===== src/sv/ffca_pkg.sv =====
`timescale 1ns / 1ps
// ----------------------------------------------------------------------------
// ffca_pkg
// Shared widths, reset values and the result record of the first-fit
// contiguous block allocator.
// ----------------------------------------------------------------------------
package ffca_pkg;

  localparam int BLOCKS_DEF = 64;

  localparam int LEN_W   = 7;
  localparam int STORE_W = 7;
  localparam int START_W = 6;
  localparam int TOTAL_W = 7;

  localparam logic [STORE_W-1:0] STORE_RESET = 7'd64;

  typedef struct packed {
    logic               granted;
    logic [START_W-1:0] first_block;
    logic [TOTAL_W-1:0] used_total;
    logic [TOTAL_W-1:0] free_total;
  } alloc_result_t;

endpackage


===== src/sv/first_fit_contiguous_allocator_unit.sv =====
`timescale 1ns / 1ps
// ----------------------------------------------------------------------------
// first_fit_contiguous_allocator_unit
// First-fit allocator of contiguous block runs over a used/free bitmap.
// ----------------------------------------------------------------------------
//  channel  direction  handshake               payload
//  in       input      in_valid / in_ready     run_length
//  out      output     out_valid / out_ready   granted, first_block,
//                                              used_total, free_total
//  cfg      input      cfg_wr_en               cfg_wr_data (store_blocks)
//
// After reset the bitmap is cleared block by block; in_ready stays low.
// A request scans the bitmap block by block (read, then check); a zero or
// oversize length skips the scan. One request is in work at a time.
// The output register holds a result while out_ready is low; the next request
// may be accepted meanwhile but its result waits for the register to empty.
// ----------------------------------------------------------------------------
module first_fit_contiguous_allocator_unit #(
  parameter int BLOCKS = ffca_pkg::BLOCKS_DEF
) (
  input  logic                         clk,
  input  logic                         rst,
  input  logic                         cfg_wr_en,
  input  logic [ffca_pkg::STORE_W-1:0] cfg_wr_data,
  input  logic                         in_valid,
  output logic                         in_ready,
  input  logic [ffca_pkg::LEN_W-1:0]   run_length,
  output logic                         out_valid,
  input  logic                         out_ready,
  output logic                         granted,
  output logic [ffca_pkg::START_W-1:0] first_block,
  output logic [ffca_pkg::TOTAL_W-1:0] used_total,
  output logic [ffca_pkg::TOTAL_W-1:0] free_total
);

  localparam int AW = $clog2(BLOCKS);

  logic                    seq_done;
  logic                    load;
  ffca_pkg::alloc_result_t seq_result;
  ffca_pkg::alloc_result_t out_reg;

  logic          ram_we;
  logic [AW-1:0] ram_waddr;
  logic          ram_wdata;
  logic [AW-1:0] ram_raddr;
  logic          ram_rdata;

  assign load = seq_done && (!out_valid || out_ready);

  ffca_seq #(
    .BLOCKS (BLOCKS),
    .AW     (AW)
  ) u_seq (
    .clk         (clk),
    .rst         (rst),
    .cfg_wr_en   (cfg_wr_en),
    .cfg_wr_data (cfg_wr_data),
    .req_valid   (in_valid),
    .req_ready   (in_ready),
    .req_len     (run_length),
    .done        (seq_done),
    .take        (load),
    .result      (seq_result),
    .ram_we      (ram_we),
    .ram_waddr   (ram_waddr),
    .ram_wdata   (ram_wdata),
    .ram_raddr   (ram_raddr),
    .ram_rdata   (ram_rdata)
  );

  ffca_bitmap_ram #(
    .BLOCKS (BLOCKS),
    .AW     (AW)
  ) u_ram (
    .clk   (clk),
    .we    (ram_we),
    .waddr (ram_waddr),
    .wdata (ram_wdata),
    .raddr (ram_raddr),
    .rdata (ram_rdata)
  );

  always_ff @(posedge clk) begin
    if (rst) begin
      out_valid <= 1'b0;
    end else if (load) begin
      out_valid <= 1'b1;
    end else if (out_ready) begin
      out_valid <= 1'b0;
    end
  end

  always_ff @(posedge clk) begin
    if (load) begin
      out_reg <= seq_result;
    end
  end

  assign granted     = out_reg.granted;
  assign first_block = out_reg.first_block;
  assign used_total  = out_reg.used_total;
  assign free_total  = out_reg.free_total;

endmodule


===== src/sv/ffca_bitmap_ram.sv =====
`timescale 1ns / 1ps
// ----------------------------------------------------------------------------
// ffca_bitmap_ram
// One-bit-wide used/free bitmap, one write port and one registered read port.
// ----------------------------------------------------------------------------
module ffca_bitmap_ram #(
  parameter int BLOCKS = ffca_pkg::BLOCKS_DEF,
  parameter int AW     = $clog2(BLOCKS)
) (
  input  logic          clk,
  input  logic          we,
  input  logic [AW-1:0] waddr,
  input  logic          wdata,
  input  logic [AW-1:0] raddr,
  output logic          rdata
);

  logic mem [BLOCKS];

  always_ff @(posedge clk) begin
    if (we) begin
      mem[waddr] <= wdata;
    end
    rdata <= mem[raddr];
  end

endmodule


===== src/sv/ffca_seq.sv =====
`timescale 1ns / 1ps
// ----------------------------------------------------------------------------
// ffca_seq
// Sequencer: clears the bitmap after reset, scans it one block at a time for
// the first free run, then marks the run used one block per cycle.
// ----------------------------------------------------------------------------
module ffca_seq #(
  parameter int BLOCKS = ffca_pkg::BLOCKS_DEF,
  parameter int AW     = $clog2(BLOCKS)
) (
  input  logic                         clk,
  input  logic                         rst,
  input  logic                         cfg_wr_en,
  input  logic [ffca_pkg::STORE_W-1:0] cfg_wr_data,
  input  logic                         req_valid,
  output logic                         req_ready,
  input  logic [ffca_pkg::LEN_W-1:0]   req_len,
  output logic                         done,
  input  logic                         take,
  output ffca_pkg::alloc_result_t      result,
  output logic                         ram_we,
  output logic [AW-1:0]                ram_waddr,
  output logic                         ram_wdata,
  output logic [AW-1:0]                ram_raddr,
  input  logic                         ram_rdata
);

  localparam int CW = $clog2(BLOCKS + 1);
  localparam int SW = (CW > ffca_pkg::STORE_W) ? CW : ffca_pkg::STORE_W;
  localparam int LW = ffca_pkg::LEN_W;

  typedef enum logic [5:0] {
    S_CLEAR = 6'b000001,
    S_IDLE  = 6'b000010,
    S_RD    = 6'b000100,
    S_CHK   = 6'b001000,
    S_MARK  = 6'b010000,
    S_DONE  = 6'b100000
  } seq_state_t;

  seq_state_t state, state_next;

  logic [ffca_pkg::STORE_W-1:0] store_blocks;
  logic [LW-1:0]                len;
  logic [CW-1:0]                pos;
  logic [LW-1:0]                run;
  logic [AW-1:0]                run_start;
  logic [CW-1:0]                used_count;
  logic                         res_granted;
  logic [AW-1:0]                res_start;

  logic [SW-1:0]   store_ext;
  logic [SW-1:0]   size;
  logic [CW-1:0]   pos_inc;
  logic            pos_at_end;
  logic [LW-1:0]   run_inc;
  logic            run_hit;
  logic [AW-1:0]   start_here;
  logic            req_fire;
  logic            len_too_big;
  logic [SW-1:0]   used_ext;
  logic [SW-1:0]   free_cnt;
  logic [AW+ffca_pkg::START_W-1:0] start_wide;
  logic [CW+ffca_pkg::TOTAL_W-1:0] used_wide;

  // effective store size saturates at BLOCKS
  assign store_ext   = SW'(store_blocks);
  assign size        = (store_ext > SW'(BLOCKS)) ? SW'(BLOCKS) : store_ext;
  assign pos_inc     = pos + 1'b1;
  assign pos_at_end  = (SW'(pos_inc) == size);
  assign run_inc     = run + 1'b1;
  assign run_hit     = !ram_rdata && (run_inc == len);
  assign start_here  = (run == '0) ? pos[AW-1:0] : run_start;
  assign req_fire    = req_valid && req_ready;
  assign len_too_big = (SW'(req_len) > size);

  assign req_ready = (state == S_IDLE);
  assign done      = (state == S_DONE);

  assign ram_raddr = pos[AW-1:0];
  assign ram_waddr = pos[AW-1:0];
  assign ram_we    = (state == S_CLEAR) || (state == S_MARK);
  assign ram_wdata = (state == S_MARK);

  always_comb begin
    state_next = state;
    case (state)
      S_CLEAR: if (pos == CW'(BLOCKS - 1)) state_next = S_IDLE;
      S_IDLE: begin
        if (req_fire) begin
          if (req_len == '0 || len_too_big) begin
            state_next = S_DONE;
          end else begin
            state_next = S_RD;
          end
        end
      end
      S_RD:    state_next = S_CHK;
      S_CHK: begin
        if (run_hit) begin
          state_next = S_MARK;
        end else if (pos_at_end) begin
          state_next = S_DONE;
        end else begin
          state_next = S_RD;
        end
      end
      S_MARK:  if (run == LW'(1)) state_next = S_DONE;
      S_DONE:  if (take) state_next = S_IDLE;
      default: state_next = S_CLEAR;
    endcase
  end

  always_ff @(posedge clk) begin
    if (rst) begin
      state        <= S_CLEAR;
      pos          <= '0;
      used_count   <= '0;
      store_blocks <= ffca_pkg::STORE_RESET;
    end else begin
      state <= state_next;
      if (cfg_wr_en) begin
        store_blocks <= cfg_wr_data;
      end
      case (state)
        S_CLEAR: begin
          pos <= (pos == CW'(BLOCKS - 1)) ? '0 : pos_inc;
        end
        S_IDLE: begin
          if (req_fire) begin
            len         <= req_len;
            pos         <= '0;
            run         <= '0;
            res_granted <= (req_len == '0);
            res_start   <= '0;
          end
        end
        S_CHK: begin
          if (ram_rdata) begin
            run <= '0;
            pos <= pos_inc;
          end else if (run_hit) begin
            // run complete: rewind to its start and mark it
            pos         <= CW'(start_here);
            run         <= len;
            res_granted <= 1'b1;
            res_start   <= start_here;
          end else begin
            run       <= run_inc;
            run_start <= start_here;
            pos       <= pos_inc;
          end
        end
        S_MARK: begin
          pos <= pos_inc;
          run <= run - 1'b1;
          if (run == LW'(1)) begin
            used_count <= used_count + CW'(len);
          end
        end
        default: ;
      endcase
    end
  end

  assign used_ext   = SW'(used_count);
  assign free_cnt   = (used_ext >= size) ? '0 : size - used_ext;
  assign start_wide = {{ffca_pkg::START_W{1'b0}}, res_start};
  assign used_wide  = {{ffca_pkg::TOTAL_W{1'b0}}, used_count};

  always_comb begin
    result.granted     = res_granted;
    result.first_block = start_wide[ffca_pkg::START_W-1:0];
    result.used_total  = used_wide[ffca_pkg::TOTAL_W-1:0];
    result.free_total  = free_cnt[ffca_pkg::TOTAL_W-1:0];
  end

endmodule

===== config.mk =====
export PLATFORM = sky130hd
export DESIGN_NAME = first_fit_contiguous_allocator_unit
export DESIGN_NICKNAME = d
export VERILOG_FILES = /design/src/sv/ffca_pkg.sv /design/src/sv/first_fit_contiguous_allocator_unit.sv /design/src/sv/ffca_bitmap_ram.sv /design/src/sv/ffca_seq.sv
export SDC_FILE = /design/constraint.sdc
export NUM_CORES = 1
export LEC_CHECK = 0
export ABC_CLOCK_PERIOD_IN_PS = 4720
export BUFFER_PORTS_ARGS = -buffer_cell sky130_fd_sc_hd__buf_4
export CAP_MARGIN = 20
export CORE_ASPECT_RATIO = 0.75
export CORE_UTILIZATION = 45
export DETAILED_ROUTE_END_ITERATION = 10
export PLACE_DENSITY = 0.63
export SLEW_MARGIN = 20
export SYNTH_ARGS = -nofsm -noshare
export SYNTH_HDL_FRONTEND = slang
export SYNTH_SLANG_ARGS = --single-unit

===== constraint.sdc =====
create_clock -name clk -period 4.72 [get_ports clk]
set_input_delay 0.472 -clock clk [delete_from_list [all_inputs] [get_ports clk]]
set_output_delay 0.472 -clock clk [all_outputs]
set_load 0.1 [all_outputs]

## Word level (Yosys, flattened, before mapping)

Memories as Yosys holds them, arrays and structs flattened. A register that Yosys moved wholly into a read port is not among the register bits.
Index checks and enable logic that the tools add are counted.
Widths: inputs -> output; s select.

- Add/subtract/negate cells: 5
- Order comparisons: 3
- Equality and inequality tests: 16
- Muxes and demuxes: 30
- Bitwise logic cells: 3
- Reduce and logical (&&, ||, !) cells: 21

Operators by type and width:

| kind | number |
|---|---|
| $mux 6 | 11 |
| $mux 7 | 7 |
| $pmux 6 s6 | 1 |
| $pmux 7 s4 | 1 |
| $pmux 7 s3 | 1 |
| $add 7x1->7 const B | 2 |
| $eq 7x7->1 | 2 |
| $logic_not 7->1 | 2 |
| $pmux 6 s2 | 1 |
| $ne 2x2->1 const B | 4 |
| $reduce_and 4->1 | 2 |
| $add 7x7->7 | 1 |
| $eq 7x1->1 const B | 1 |
| $eq 7x6->1 const B | 1 |
| $ge 7x7->1 | 1 |
| $gt 7x7->1 | 1 |
| $gt 7x7->1 const B | 1 |
| $mux 1 | 7 |
| $sub 7x1->7 const B | 1 |
| $sub 7x7->7 | 1 |
| $eq 6x1->1 const B | 1 |
| $eq 6x2->1 const B | 1 |
| $eq 6x3->1 const B | 1 |
| $eq 6x4->1 const B | 1 |
| other kinds (14) | 25 |

- Register bits after elaboration: 76
- Bits in writable memories: 64
- Bits of input ports: 19
- Output and inout bits: 23
- Word-level logic and storage cells: 93
- Memories: 1

Memory list:

| name | depth | width | rd ports | clocked after Yosys merged registers in | wr ports | RTL line | source |
|---|---|---|---|---|---|---|---|
| u_ram.mem | 64 | 1 | 1 | 1 | 1 | ffca_bitmap_ram.sv:18 | `logic mem [BLOCKS];` |

## Logic depth before layout (Yosys ltp)

- Word-level depth: 7
- Depth in mapped cells: 10
- Depth with buffers taken out: 10

## Hierarchy

From an unflattened synthesis, not the netlist that was laid out.

- Cells, all modules: 657
- Area, all modules: 7,390.8 um2

Modules (own cells, without submodules):

| module | instances | cells an instance | area each (um2) | sequential area each (um2) |
|---|---|---|---|---|
| ffca_seq | 1 | 427 | 3,791.1 | 1,351.3 |
| ffca_bitmap_ram | 1 | 204 | 2,914.0 | 1,941.9 |
| first_fit_contiguous_allocator_unit | 1 | 26 | 685.7 | 650.6 |

## Worst setup path before layout

OpenSTA, ideal clock, no wires.

- Path kind: register -> register
- From: reg u_seq.state[3]
- To: reg u_seq.res_granted, enable pin
- Library setup time: 373 ps
- Arrival time: 2,662 ps
- Required time: 4,347 ps
- Path slack: 1,685 ps
- Cell stages (with the launch flop): 7
- Path buffers: 1
- Clock period less this slack: 3,035 ps
- Path through: dfxtp_1 -> buf_2 -> or4b_1 -> or3_1 -> inv_1 -> nand2_1 -> a21oi_1

- Cells in the longest elaborated chain, start to end: 4
- Elaborated cells between the ends (all ways): 8
- Classes of those cells: eq/ne: 5; reduce/logical: 3

Ends and longest elaborated chain:

| item | RTL line | source |
|---|---|---|
| start: declaration | ffca_seq.sv:41 | `seq_state_t state, state_next;` |
| start signal: assignment | ffca_seq.sv:121 | `state <= state_next;` |
| $eq 6x2->1 (*) | ffca_seq.sv:77 | `assign req_ready = (state == S_IDLE);` |
| via in_ready | first_fit_contiguous_allocator_unit.sv:26 | `output logic in_ready,` |
| $logic_and 1x1->1 | ffca_seq.sv:74 | `assign req_fire = req_valid && req_ready;` |
| $ne 2x2->1 (no line) | n/a |  |
| $reduce_and 5->1 (no line) (*) | n/a |  |
| end signal: assignment | ffca_seq.sv:134 | `res_granted <= (req_len == '0);` |
| end: declaration | ffca_seq.sv:49 | `logic res_granted;` |

The timed path passes the listed nets; every way through them passes the cells marked *.
A chain may end at the register's enable or synchronous reset.

## Worst setup path after layout

- From: reg u_seq.pos[2]
- To: reg u_seq.state[2]

- Cells in the longest elaborated chain, start to end: 5
- Elaborated cells between the ends (all ways): 8
- Classes of those cells: add/sub: 1; eq/ne: 3; mux: 3; reduce/logical: 1

Ends and longest elaborated chain:

| item | RTL line | source |
|---|---|---|
| start: declaration | ffca_seq.sv:45 | `logic [CW-1:0] pos;` |
| start signal: assignment | ffca_seq.sv:127 | `pos <= (pos == CW'(BLOCKS - 1)) ? '0 : pos_inc;` |
| start signal: assignment | ffca_seq.sv:141 | `pos <= pos_inc;` |
| start signal: assignment | ffca_seq.sv:144 | `pos <= CW'(start_here);` |
| $add 7x1->7 | ffca_seq.sv:69 | `assign pos_inc = pos + 1'b1;` |
| $eq 7x7->1 | ffca_seq.sv:70 | `assign pos_at_end = (SW'(pos_inc) == size);` |
| $mux 6 | ffca_seq.sv:102 | `end else if (pos_at_end) begin` |
| $mux 6 | ffca_seq.sv:100 | `if (run_hit) begin` |
| $pmux 6 s6 | ffca_seq.sv:87 | `case (state)` |

Several ways; a longest one is shown, not always the timed one.

==> impl_metrics.toml <==
[timing]
rsz0062_at_grt = "false"
setup_slack_ps = 1680
hold_violations = 0
slew_headroom = 0.349
timing.final.crit_share = 0.643
tightest_slew_ps = 969
setup_viol = 0
fmax_mhz = 329
fin_skew_ps = 10.9
min_period_ps = 3040
maxSlewViolCount = 0
fin_tns_setup_ps = 0

[power]
power_switching_mw = 0.917
power_mw = 3.27
sw_frac_of_total = 0.280
powerDensity_mw_per_mm2 = 385
peakVddDrop_v = 0.000264
p_comb_frac = 0.174
pwr-share-seq = 0.427
leakagePower_nw = 2.97
pwr-share-clk = 0.399
p_int_mw = 2.36

[global_routing]
grt_pass1_wl_um = 27400
busiest_layer = "met1"
grt_overflow = 0
met3_usage = 0.0676
grtUsageTotal = 0.213
use_met1 = 0.323
grtUsageMet2 = 0.290
antenna_found_initial = 0
first_global_vias = 5085
grt_max_degree = 68

[placed_design]
gp_congestion = 0.864
dpl.cell_count = 918
post-place-ws_ps = 1530
port_buffers = 41
dp_hpwl_um = 11900

[routing]
drtPass1Iterations = 5
num_vias = 5421
drc_errors = 0
drtIter0Drc = 542
ant_nets = 0
wl_um = 17400
viasPerCell = 5.71
wl_per_cell_um = 18.3

[min_path]
worstHoldEndpoint = "u_seq.len[0]"
holdPathStages = 1
hp-start = "run_length[0]"
worstHoldPathType = "input pin to flip-flop"

[worst_setup_path]
start_kind = "flip-flop"
path_class = "flip-flop to flip-flop"
reg2reg_depth = 6
critical_path.max_fanout = 17
r2r_end = "u_seq.state[2]"
endpoint_kind = "flip-flop"
required_ps = 4980
arrival_ps = 3300
reg2reg_from = "u_seq.pos[2]"
r2r_slack_ps = 1680

[logic_synthesis]
ys.flop_type = "edfxtp_1"
synth-edff-count = 112
ys_seq_area_frac = 0.529
synth-seq-cells = 141
synth-warning-count = 0
synth.avg_cell_area_um2 = 10.7
synth-async-reset-ratio = 0
syn-instance-count = 699
ys_types = 80
syn_area_mm2 = 0.00746
synth_nets = 744

[floorplanning]
initial_core_util = 0.463
fp.dieH_um = 114
rows = 40
io-pin-count = 42
die_w_um = 151
die_area_mm2 = 0.0171
coreArea_mm2 = 0.0161

[clock_network]
post_cts_resized = 0
clkTransAtPathRegs_ps = 60
cts_sinks = 141
htreeDepth = 4
clockRootBuffer = "clkbuf_16"
cts_inserted_buffers = 17
clockBufferDepth = 2
cts_setup_buffers = 0
ctsHoldBuffers = 0
tritoncts = "built"
insertion_delay_ps = 430

[cells_and_area]
multi_input_area_mm2 = 0.00324
area_delta_synth_final_pct = 13.8
final_cell_mix = "edfxtp_1 (112), nor2_1 (111), buf_4 (46), nand2_1 (45), a21oi_1 (35)"
nFillCells = 1452
final_nets = 772
register_area_mm2 = 0.00394
final_util = 0.527
antennaDiodeCount = 0
final_common_cell = "edfxtp_1"
drive_above_1_share = 0.146
instances_no_fill = 950

[run_status]
status = "finished, final reports clean"

[flow_run]
maxCapViolCount = 0
==> sequential cells by signal, indices dropped and copies added, names as in the netlist <==
register and flops:
first_block 6, free_total 7, granted 1, out_valid 1, u_ram.mem 64, u_ram.rdata 1, u_seq.len 7, u_seq.pos 7
u_seq.res_granted 1, u_seq.res_start 6, u_seq.run 7, u_seq.run_start 6, u_seq.state 6, u_seq.store_blocks 7, u_seq.used_count 7, used_total 7
==> cells by family after synthesis <==
| kind of cell | Yosys count | synth area share |
|---|---|---|
| fa+ha+maj | 27 | 0.0469 |
| compound gates | 126 | 0.114 |
| buf+inv | 71 | 0.0386 |
| flops | 141 | 0.529 |
| xor+xnor | 23 | 0.0290 |
| simple gates | 274 | 0.182 |
| mux | 37 | 0.0617 |
==> routing by layer <==
layer	part of all wire	wire, um
met1	0.50	8670
met2	0.42	7280
met3	0.071	1240
met4	0.010	181
met5	0	0
==> worst max-delay path, cell delays in order, from the launching register on <==
cell and delay, ps:
dfxtp_1 710, nand3_1 330, or3_1 470, a21oi_1 160, nand4b_1 100, a2111oi_1 900, o22ai_1 200
==> worst max-delay path by stage <==
stage	start	to	slack, ps
after detailed placement	u_seq.pos[2]	u_seq.state[2]	1530
after floorplan	u_seq.state[3]	u_seq.res_granted	1690
after global routing	u_seq.pos[2]	u_seq.state[2]	1530
after global placement	u_seq.pos[2]	u_seq.state[2]	1620
final	u_seq.pos[2]	u_seq.state[2]	1680
after CTS	u_seq.pos[2]	u_seq.state[2]	1520
==> through the flow <==
stage | instance area, um^2 | hold slack (ps)
after CTS | 8490 | 229
after global placement | 7920 | 415
final | 8490 | 236
after floorplan | 7460 | 400
after detailed placement | 7920 | 406
after global routing | 8490 | 223
==> cells in the mapped netlist (4+ instances only) <==
library cell / instances / share of area
mux2i_1: 22 / 0.030
nor2_1: 111 / 0.056
edfxtp_1: 112 / 0.45
a221oi_1: 4 / 0.0047
buf_2: 11 / 0.0074
and3_1: 4 / 0.0034
or2_2: 4 / 0.0034
o21ai_0: 21 / 0.014
nand3b_1: 7 / 0.0070
clkbuf_1: 22 / 0.011
a31oi_1: 5 / 0.0042
nand2_1: 45 / 0.023
inv_1: 33 / 0.017
o22ai_1: 7 / 0.0059
nand2b_1: 10 / 0.0084
mux2_2: 7 / 0.011
mux4_2: 6 / 0.018
a22oi_1: 4 / 0.0040
dfxtp_1: 29 / 0.078
o21ai_1: 5 / 0.0034
nor4_1: 10 / 0.0084
a21o_1: 6 / 0.0060
ha_1: 24 / 0.040
xnor2_1: 13 / 0.015
nor2b_1: 16 / 0.013
nand3_1: 18 / 0.012
or3_1: 5 / 0.0042
a21oi_1: 35 / 0.023
xor2_1: 9 / 0.011
nand4_1: 4 / 0.0034
nor3_1: 20 / 0.013
==> power groups by stage <==
stage	clock network (mW)	logic, mW	registers [mW]
6_report	1.31	0.569	1.40
3_5_place_dp	0	0.557	1.42
5_1_grt	1.38	0.617	1.40
3_3_place_gp	0	0.555	1.42
4_1_cts	1.32	0.560	1.40
2_1_floorplan	0	0.427	1.40
==> final cells by class <==
| cell class | count | share of cell area |
|---|---|---|
| Sequential cell | 141 | 0.464 |
| Multi-Input combinational cell | 487 | 0.381 |
| Clock buffer | 18 | 0.0505 |
| Timing Repair Buffer | 46 | 0.0407 |
| Tap cell | 210 | 0.0309 |
| Clock inverter | 14 | 0.0172 |
| Inverter | 34 | 0.0150 |
Power figures use the tool's default switching activity.
